**config.mk**
```make
export PLATFORM = sky130hd
export DESIGN_NAME = gbts_ctrl
export DESIGN_NICKNAME = d
export VERILOG_FILES = /design/src/hw/rtl/assert_macros.svh /design/src/hw/rtl/gbts_pkg.sv /design/src/hw/rtl/gbts_ctrl.sv
export SDC_FILE = /design/constraint.sdc
export NUM_CORES = 1
export LEC_CHECK = 0
export BUFFER_PORTS_ARGS = -buffer_cell sky130_fd_sc_hd__clkbuf_2
export CAP_MARGIN = 20
export CORE_MARGIN = 3
export CORE_UTILIZATION = 55
export CTS_CLUSTER_SIZE = 30
export DETAILED_ROUTE_END_ITERATION = 7
export GPL_TIMING_DRIVEN = 1
export PLACE_DENSITY = 0.94
export SETUP_SLACK_MARGIN = 0.1
export SLEW_MARGIN = 5
export SYNTH_ARGS = -nofsm -noshare
export SYNTH_HDL_FRONTEND = slang
export SYNTH_SLANG_ARGS = --single-unit
```
**constraint.sdc**
```tcl
create_clock -name i_clk -period 4.5 [get_ports i_clk]
set_input_delay 0.675 -clock i_clk [delete_from_list [all_inputs] [get_ports i_clk]]
set_output_delay 0.675 -clock i_clk [all_outputs]
set_load 0.005 [all_outputs]
```
**src/hw/rtl/assert_macros.svh**
```systemverilog
// assertion helpers included by the top-level text store rtl file
`ifndef ASSERT_MACROS_SVH
`define ASSERT_MACROS_SVH

// clocked property, disabled during reset
`define AST_CLK(lbl, prop, msg) \
    lbl: assert property (@(posedge i_clk) disable iff (!i_rst_n) prop) else $error(msg);

// same-cycle implication
`define AST_IMP(lbl, ante, cons, msg) \
    `AST_CLK(lbl, (ante) |-> (cons), msg)

// next-cycle implication
`define AST_NXT(lbl, ante, cons, msg) \
    `AST_CLK(lbl, (ante) |=> (cons), msg)

`endif

```
**src/hw/rtl/gbts_pkg.sv**
```systemverilog
// ----------------------------------------------------------------------------
// gbts_pkg
// shared constants, command codes and controller/datapath types for the
// gap buffer text store
// ----------------------------------------------------------------------------
package gbts_pkg;

    localparam int CAPACITY = 4096;
    localparam int AW = $clog2(CAPACITY);
    localparam int PW = $clog2(CAPACITY + 2);
    localparam int TW = 13;
    localparam int WW = (PW > TW) ? PW : TW;

    typedef logic [PW-1:0] t_pos;

    localparam logic [7:0] NEWLINE = 8'h0A;

    // command codes
    localparam logic [3:0] CMD_INS       = 4'd0;
    localparam logic [3:0] CMD_BKSP      = 4'd1;
    localparam logic [3:0] CMD_DEL       = 4'd2;
    localparam logic [3:0] CMD_LEFT      = 4'd3;
    localparam logic [3:0] CMD_RIGHT     = 4'd4;
    localparam logic [3:0] CMD_GOTOPOS   = 4'd5;
    localparam logic [3:0] CMD_LINESTART = 4'd6;
    localparam logic [3:0] CMD_LINEEND   = 4'd7;
    localparam logic [3:0] CMD_UP        = 4'd8;
    localparam logic [3:0] CMD_DOWN      = 4'd9;
    localparam logic [3:0] CMD_GOTOLINE  = 4'd10;
    localparam logic [3:0] CMD_READ      = 4'd11;
    localparam logic [3:0] CMD_LOCATE    = 4'd12;
    localparam logic [3:0] CMD_CLRMOD    = 4'd13;

    // result status codes
    localparam logic [1:0] ST_DONE   = 2'd0;
    localparam logic [1:0] ST_IGN    = 2'd1;
    localparam logic [1:0] ST_FULL   = 2'd2;
    localparam logic [1:0] ST_BEYOND = 2'd3;

    // datapath micro operations
    typedef logic [4:0] t_dp_op;
    localparam t_dp_op OP_NOP    = 5'd0;
    localparam t_dp_op OP_LATCH  = 5'd1;
    localparam t_dp_op OP_IGN    = 5'd2;
    localparam t_dp_op OP_FULL   = 5'd3;
    localparam t_dp_op OP_BEYOND = 5'd4;
    localparam t_dp_op OP_INS    = 5'd5;
    localparam t_dp_op OP_BKSP   = 5'd6;
    localparam t_dp_op OP_DEL    = 5'd7;
    localparam t_dp_op OP_CLR    = 5'd8;
    localparam t_dp_op OP_A_INIT = 5'd9;
    localparam t_dp_op OP_B_INIT = 5'd10;
    localparam t_dp_op OP_RD     = 5'd11;
    localparam t_dp_op OP_EV_A   = 5'd12;
    localparam t_dp_op OP_EV_B   = 5'd13;
    localparam t_dp_op OP_TGT    = 5'd14;
    localparam t_dp_op OP_ML_RD  = 5'd15;
    localparam t_dp_op OP_ML_WR  = 5'd16;
    localparam t_dp_op OP_MR_RD  = 5'd17;
    localparam t_dp_op OP_MR_WR  = 5'd18;
    localparam t_dp_op OP_RB_RD  = 5'd19;
    localparam t_dp_op OP_RB_CAP = 5'd20;

    // datapath status seen by the controller
    typedef struct packed {
        logic [3:0] cmd;
        logic       full;
        logic       at_start;
        logic       at_end;
        logic       scan_end;
        logic       b_done;
        logic       li_zero;
        logic       on_last;
        logic       mv_left;
        logic       mv_right;
        logic       rd_beyond;
    } t_dp_stat;

endpackage

```
**src/hw/rtl/gbts_ctrl.sv**
```systemverilog
// ----------------------------------------------------------------------------
// gbts_ctrl
// command sequencer: dispatches commands, runs line scans and gap moves
// ----------------------------------------------------------------------------
module gbts_ctrl
    import gbts_pkg::*;
(
    input  logic     i_clk,
    input  logic     i_rst_n,
    input  logic     start,
    output logic     busy,
    output logic     o_done,
    input  t_dp_stat i_stat,
    output t_dp_op   o_op
);

    localparam logic [3:0] S_IDLE   = 4'd0;
    localparam logic [3:0] S_DISP   = 4'd1;
    localparam logic [3:0] S_A_RD   = 4'd2;
    localparam logic [3:0] S_A_EV   = 4'd3;
    localparam logic [3:0] S_A_CHK  = 4'd4;
    localparam logic [3:0] S_B_RD   = 4'd5;
    localparam logic [3:0] S_B_EV   = 4'd6;
    localparam logic [3:0] S_TGT    = 4'd7;
    localparam logic [3:0] S_MV     = 4'd8;
    localparam logic [3:0] S_L_RD   = 4'd9;
    localparam logic [3:0] S_L_WR   = 4'd10;
    localparam logic [3:0] S_R_RD   = 4'd11;
    localparam logic [3:0] S_R_WR   = 4'd12;
    localparam logic [3:0] S_RB_RD  = 4'd13;
    localparam logic [3:0] S_RB_CAP = 4'd14;
    localparam logic [3:0] S_DONE   = 4'd15;

    logic [3:0] r_state, n_state;

    // state register
    always_ff @(posedge i_clk) begin
        if (!i_rst_n) begin
            r_state <= S_IDLE;
        end else begin
            r_state <= n_state;
        end
    end

    // next state and datapath operation
    always_comb begin
        n_state = r_state;
        o_op    = OP_NOP;
        unique case (r_state)
            S_IDLE: begin
                if (start) begin
                    o_op    = OP_LATCH;
                    n_state = S_DISP;
                end
            end
            S_DISP: begin
                n_state = S_DONE;
                unique case (i_stat.cmd) inside
                    CMD_INS:    o_op = i_stat.full ? OP_FULL : OP_INS;
                    CMD_BKSP:   o_op = i_stat.at_start ? OP_IGN : OP_BKSP;
                    CMD_DEL:    o_op = i_stat.at_end ? OP_IGN : OP_DEL;
                    CMD_LEFT: begin
                        if (i_stat.at_start) o_op = OP_IGN;
                        else n_state = S_TGT;
                    end
                    CMD_RIGHT: begin
                        if (i_stat.at_end) o_op = OP_IGN;
                        else n_state = S_TGT;
                    end
                    CMD_GOTOPOS: n_state = S_TGT;
                    CMD_LINESTART, CMD_LINEEND, CMD_UP, CMD_DOWN, CMD_LOCATE: begin
                        o_op    = OP_A_INIT;
                        n_state = S_A_RD;
                    end
                    CMD_GOTOLINE: begin
                        o_op    = OP_B_INIT;
                        n_state = S_B_RD;
                    end
                    CMD_READ: begin
                        if (i_stat.rd_beyond) o_op = OP_BEYOND;
                        else n_state = S_RB_RD;
                    end
                    CMD_CLRMOD: o_op = OP_CLR;
                    default:    o_op = OP_IGN;
                endcase
            end
            // whole-text pass: cursor line, line start, newline total
            S_A_RD: begin
                if (i_stat.scan_end) begin
                    n_state = S_A_CHK;
                end else begin
                    o_op    = OP_RD;
                    n_state = S_A_EV;
                end
            end
            S_A_EV: begin
                o_op    = OP_EV_A;
                n_state = S_A_RD;
            end
            S_A_CHK: begin
                unique case (i_stat.cmd) inside
                    CMD_LINESTART: n_state = S_TGT;
                    CMD_LOCATE:    n_state = S_DONE;
                    CMD_UP: begin
                        if (i_stat.li_zero) begin
                            o_op    = OP_IGN;
                            n_state = S_DONE;
                        end else begin
                            o_op    = OP_B_INIT;
                            n_state = S_B_RD;
                        end
                    end
                    CMD_DOWN: begin
                        if (i_stat.on_last) begin
                            o_op    = OP_IGN;
                            n_state = S_DONE;
                        end else begin
                            o_op    = OP_B_INIT;
                            n_state = S_B_RD;
                        end
                    end
                    default: begin
                        o_op    = OP_B_INIT;
                        n_state = S_B_RD;
                    end
                endcase
            end
            // line search pass: start and end of the wanted line
            S_B_RD: begin
                if (i_stat.scan_end || i_stat.b_done) begin
                    n_state = S_TGT;
                end else begin
                    o_op    = OP_RD;
                    n_state = S_B_EV;
                end
            end
            S_B_EV: begin
                o_op    = OP_EV_B;
                n_state = S_B_RD;
            end
            S_TGT: begin
                o_op    = OP_TGT;
                n_state = S_MV;
            end
            // gap move, one byte per read/write pair
            S_MV: begin
                if (i_stat.mv_left) n_state = S_L_RD;
                else if (i_stat.mv_right) n_state = S_R_RD;
                else n_state = S_DONE;
            end
            S_L_RD: begin
                o_op    = OP_ML_RD;
                n_state = S_L_WR;
            end
            S_L_WR: begin
                o_op    = OP_ML_WR;
                n_state = S_MV;
            end
            S_R_RD: begin
                o_op    = OP_MR_RD;
                n_state = S_R_WR;
            end
            S_R_WR: begin
                o_op    = OP_MR_WR;
                n_state = S_MV;
            end
            S_RB_RD: begin
                o_op    = OP_RB_RD;
                n_state = S_RB_CAP;
            end
            S_RB_CAP: begin
                o_op    = OP_RB_CAP;
                n_state = S_DONE;
            end
            S_DONE:  n_state = S_IDLE;
            default: n_state = S_IDLE;
        endcase
    end

    assign busy   = (r_state != S_IDLE);
    assign o_done = (r_state == S_DONE);

endmodule
```
==> flow_summary.html <==
<table>
<tr><th>Metric</th><th>Value</th></tr>
<tr><th colspan="2">Status</th></tr>
<tr><td>Status</td><td>finished clean</td></tr>
<tr><th colspan="2">Clock tree</th></tr>
<tr><td>Number of buffers inserted for hold repair after clock tree synthesis</td><td>0</td></tr>
<tr><td>Number of sinks driven by the clock tree</td><td>4</td></tr>
<tr><td>CTS-repair resized insts</td><td>0</td></tr>
<tr><td>Cell at the root of the clock tree</td><td>sky130_fd_sc_hd__clkbuf_4</td></tr>
<tr><td>Buffers inserted during post-CTS setup optimization</td><td>0</td></tr>
<tr><td>Clock-pin slew of the registers on the worst-case setup and hold paths</td><td>0.04 ns</td></tr>
<tr><td>Number of levels the H-tree was split into</td><td>1</td></tr>
<tr><td>CTS tree</td><td>built</td></tr>
<tr><td>Worst-Skew Late Latency</td><td>0.24 ns</td></tr>
<tr><td>Number of buffers created by CTS</td><td>3</td></tr>
<tr><td>Max clock buf depth</td><td>2</td></tr>
<tr><th colspan="2">Synthesis</th></tr>
<tr><td>Seq/Total Area, Yosys</td><td>9.28%</td></tr>
<tr><td>Share of the synthesized area in the top cell type</td><td>9.28%</td></tr>
<tr><td>Summed instance area of the synthesized netlist</td><td>863 um2</td></tr>
<tr><td>Share of synthesized flip-flops with an asynchronous set or reset</td><td>0%</td></tr>
<tr><td>Count of yosys warnings during synthesis</td><td>0</td></tr>
<tr><td>Cell taking the most area after synthesis</td><td>sky130_fd_sc_hd__dfxtp_1</td></tr>
<tr><td>EDFF count, synth</td><td>0</td></tr>
<tr><td>Avg Inst Size Synth</td><td>6.64 um2</td></tr>
<tr><td>Largest cells by area after synthesis</td><td>sky130_fd_sc_hd__dfxtp_1 9.3%, sky130_fd_sc_hd__a21oi_1 5.8%, sky130_fd_sc_hd__nor2_1 5.2%</td></tr>
<tr><td>Cell count after synthesis</td><td>130</td></tr>
<tr><td>Number of distinct library cells after synthesis</td><td>53</td></tr>
<tr><td>FF+latch count, synth</td><td>4</td></tr>
<tr><td>Synth Flop Type</td><td>sky130_fd_sc_hd__dfxtp_1</td></tr>
<tr><td>Net count after synthesis</td><td>147</td></tr>
<tr><th colspan="2">Critical path</th></tr>
<tr><td>CP Launch Point</td><td>r_state[0]$_SDFFE_PN0P_</td></tr>
<tr><td>Data arrival time at the worst-slack endpoint</td><td>2.02 ns</td></tr>
<tr><td>Depth of the worst register-to-register path</td><td>4</td></tr>
<tr><td>Largest fanout of any net on the critical path</td><td>25</td></tr>
<tr><td>Worst reg2reg path startpoint</td><td>r_state[0]$_SDFFE_PN0P_</td></tr>
<tr><td>Critical Path Sink Type</td><td>output pin</td></tr>
<tr><td>Required time of the critical path</td><td>3.83 ns</td></tr>
<tr><td>Kind of start point of the critical path</td><td>flip-flop</td></tr>
<tr><td>Kind of critical path</td><td>reg -&gt; out</td></tr>
<tr><th colspan="2">STA</th></tr>
<tr><td>Final worst-path cycle share</td><td>59.8%</td></tr>
<tr><td>Hold violation count in the final report</td><td>0</td></tr>
<tr><td>Final WS setup</td><td>1.81 ns</td></tr>
<tr><td>Transition at the pin with the smallest max-transition slack</td><td>0.714 ns</td></tr>
<tr><td>Crit path time final</td><td>2.69 ns</td></tr>
<tr><td>Maximum frequency from static timing analysis</td><td>371 MHz</td></tr>
<tr><td>Worst Skew</td><td>0.00274 ns</td></tr>
<tr><td>Worst relative slew slack</td><td>52.3%</td></tr>
<tr><td>Setup violation total in the final timing report</td><td>0</td></tr>
<tr><td>Number of pins with negative max-slew slack in the final report</td><td>0</td></tr>
<tr><td>RSZ-0062 raised after global routing</td><td>false</td></tr>
<tr><td>Total Neg Setup Slack</td><td>0 ns</td></tr>
<tr><th colspan="2">Finish</th></tr>
<tr><td>Most common cell after layout, fill and taps aside</td><td>sky130_fd_sc_hd__clkbuf_2</td></tr>
<tr><td>Number of flip-flops under the largest register name</td><td>4</td></tr>
<tr><td>Final layout net count</td><td>161</td></tr>
<tr><td>Area growth from synthesis to final layout</td><td>9.57%</td></tr>
<tr><td>Share of final-layout standard cells stronger than drive strength 1</td><td>22.5%</td></tr>
<tr><td>Multi-input combinational cell area</td><td>687 um2</td></tr>
<tr><td>Biggest register</td><td>r_state</td></tr>
<tr><td>Top library cells by usage in the layout, fill and taps aside</td><td>23 x sky130_fd_sc_hd__clkbuf_2, 12 x sky130_fd_sc_hd__nor2_1, 10 x sky130_fd_sc_hd__nand2_1, 10 x sky130_fd_sc_hd__a21oi_1, 7 x sky130_fd_sc_hd__nand3_1</td></tr>
<tr><td>Area used by sequential logic in the layout</td><td>80.1 um2</td></tr>
<tr><td>Number of antenna repair diodes</td><td>0</td></tr>
<tr><td>Largest registers ranked by flip-flop count</td><td>r_state x4</td></tr>
<tr><td>Count of filler cells inserted in the layout</td><td>122</td></tr>
<tr><th colspan="2">Place</th></tr>
<tr><td>Final Wtd Congestion</td><td>0.897</td></tr>
<tr><td>Post-detail-place hpwl</td><td>1680 um</td></tr>
<tr><td>Setup slack at placement</td><td>1.87 ns</td></tr>
<tr><td>PortBufs</td><td>23</td></tr>
<tr><th colspan="2">Floorplan</th></tr>
<tr><td>Boundary pin count</td><td>24</td></tr>
<tr><td>Num rows</td><td>13</td></tr>
<tr><td>Die Ht</td><td>45.6 um</td></tr>
<tr><td>Floorplan Core Area</td><td>0.00138 mm2</td></tr>
<tr><td>Die width</td><td>45.6 um</td></tr>
<tr><td>Area of the die</td><td>0.00208 mm2</td></tr>
<tr><td>Initial Util</td><td>62.4%</td></tr>
<tr><th colspan="2">GRT</th></tr>
<tr><td>Global route total overflow</td><td>0</td></tr>
<tr><td>Number of global-route vias before repair</td><td>895</td></tr>
<tr><td>Global-route wire length before repair</td><td>3730 um</td></tr>
<tr><td>GRT Util Overall</td><td>24.0%</td></tr>
<tr><td>Pin count of the biggest net entering global routing</td><td>26</td></tr>
<tr><td>Antenna violations before repair</td><td>0</td></tr>
<tr><th colspan="2">Routing</th></tr>
<tr><td>Starting DRT DRC Count</td><td>42</td></tr>
<tr><td>DRC Markers</td><td>0</td></tr>
<tr><td>Count of nets left with antenna violations after detail routing</td><td>0</td></tr>
<tr><td>Total routed wirelength</td><td>2260 um</td></tr>
<tr><td>Vias/cell</td><td>6.66</td></tr>
<tr><td>Routed wirelength normalized by instance count</td><td>14.4 um</td></tr>
<tr><td>Number of vias in the routed layout</td><td>1046</td></tr>
<tr><td>Detailed-routing iteration count for the pre-antenna-repair pass</td><td>4</td></tr>
<tr><th colspan="2">Pwr</th></tr>
<tr><td>Maximum vdd ir drop</td><td>0.355 mV</td></tr>
<tr><td>Leakage component of the power</td><td>0.381 nW</td></tr>
<tr><td>P per Cell Area</td><td>484 mW/mm2</td></tr>
<tr><th colspan="2">Min path</th></tr>
<tr><td>Min-Delay Path Class</td><td>in -&gt; reg</td></tr>
<tr><td>Hold path cells</td><td>3</td></tr>
<tr><td>Critical hold path startpoint</td><td>i_rst_n</td></tr>
<tr><th colspan="2">Job</th></tr>
<tr><td>Maximum Capacitance Violations</td><td>0</td></tr>
</table>
==> critical path, cell delays in order (launching register included) <==
cell and delay, ns:
sky130_fd_sc_hd__dfxtp_1 0.77, sky130_fd_sc_hd__or4b_1 0.50, sky130_fd_sc_hd__o21ai_0 0.09, sky130_fd_sc_hd__a2bb2oi_1 0.08
sky130_fd_sc_hd__o211ai_1 0.20, sky130_fd_sc_hd__clkbuf_2 0.14
==> synthesized netlist by cell type (2+ instances only) <==
master	n
sky130_fd_sc_hd__dfxtp_1	4
sky130_fd_sc_hd__nor2b_1	3
sky130_fd_sc_hd__a211o_1	2
sky130_fd_sc_hd__o22ai_1	2
sky130_fd_sc_hd__xnor2_1	2
sky130_fd_sc_hd__nor3b_1	5
sky130_fd_sc_hd__o21ai_1	5
sky130_fd_sc_hd__nand3b_1	2
sky130_fd_sc_hd__a21oi_1	10
sky130_fd_sc_hd__nand3_1	7
sky130_fd_sc_hd__clkbuf_1	4
sky130_fd_sc_hd__buf_2	8
sky130_fd_sc_hd__inv_1	5
sky130_fd_sc_hd__a221oi_1	2
sky130_fd_sc_hd__nor2_1	12
sky130_fd_sc_hd__nand2_1	10
sky130_fd_sc_hd__o21ai_0	6
sky130_fd_sc_hd__nand2b_1	4
sky130_fd_sc_hd__o211ai_1	3
==> power breakdown <==
group          internal, mW  switching [mW]  total (mW)
clock                0.0300          0.0173      0.0473
combinational         0.149           0.132       0.281
sequential           0.0502          0.0793       0.130
==> final cells by class <==
class	count	area share (%)
clock buffer	3	2.38
timing repair buffer	23	12.2
tap	15	1.98
multi-input combinational	106	72.6
inverter	6	2.38
sequential	4	8.47
==> kinds of logic after synthesis <==
family | share of synthesized area, %
buffers and inverters | 11.2
XOR/XNOR | 2.03
AO/OA/AOI/OAI | 38.8
AND/OR/NAND/NOR | 38.7
flip-flops | 9.28
==> worst paths after layout <==
path | endpoint | slack [ns]
max | o_op[0] | 1.81
max reg2reg | r_state[2]$_SDFFE_PN0P_ | 2.64
min | r_state[2]$_SDFFE_PN0P_ | 0.73
min reg2reg | r_state[1]$_SDFFE_PN0P_ | 0.88
==> stage by stage <==
step	std cells	cell area [um2]	util, %	hold slack (ns)	power (mW)
2_1_floorplan	130	863	-	0.639	0.339
3_3_place_gp	154	923	66.8	0.839	0.399
3_5_place_dp	154	923	66.8	0.865	0.407
4_1_cts	157	946	68.4	0.719	0.456
5_1_grt	157	946	68.4	0.716	0.506
6_report	157	946	68.4	0.726	0.458
==> per-layer routing <==
metal / share of wire [%] / track usage (%) / up-vias
li1: - / - / 510
met3: 10 / 6.72 / 2
met1: 42 / 31.7 / 474
met5: 0 / 0 / -
met4: 0.49 / 3.51 / 0
met2: 47 / 39.0 / 60
Note: power is estimated with default switching activity, not from simulation.
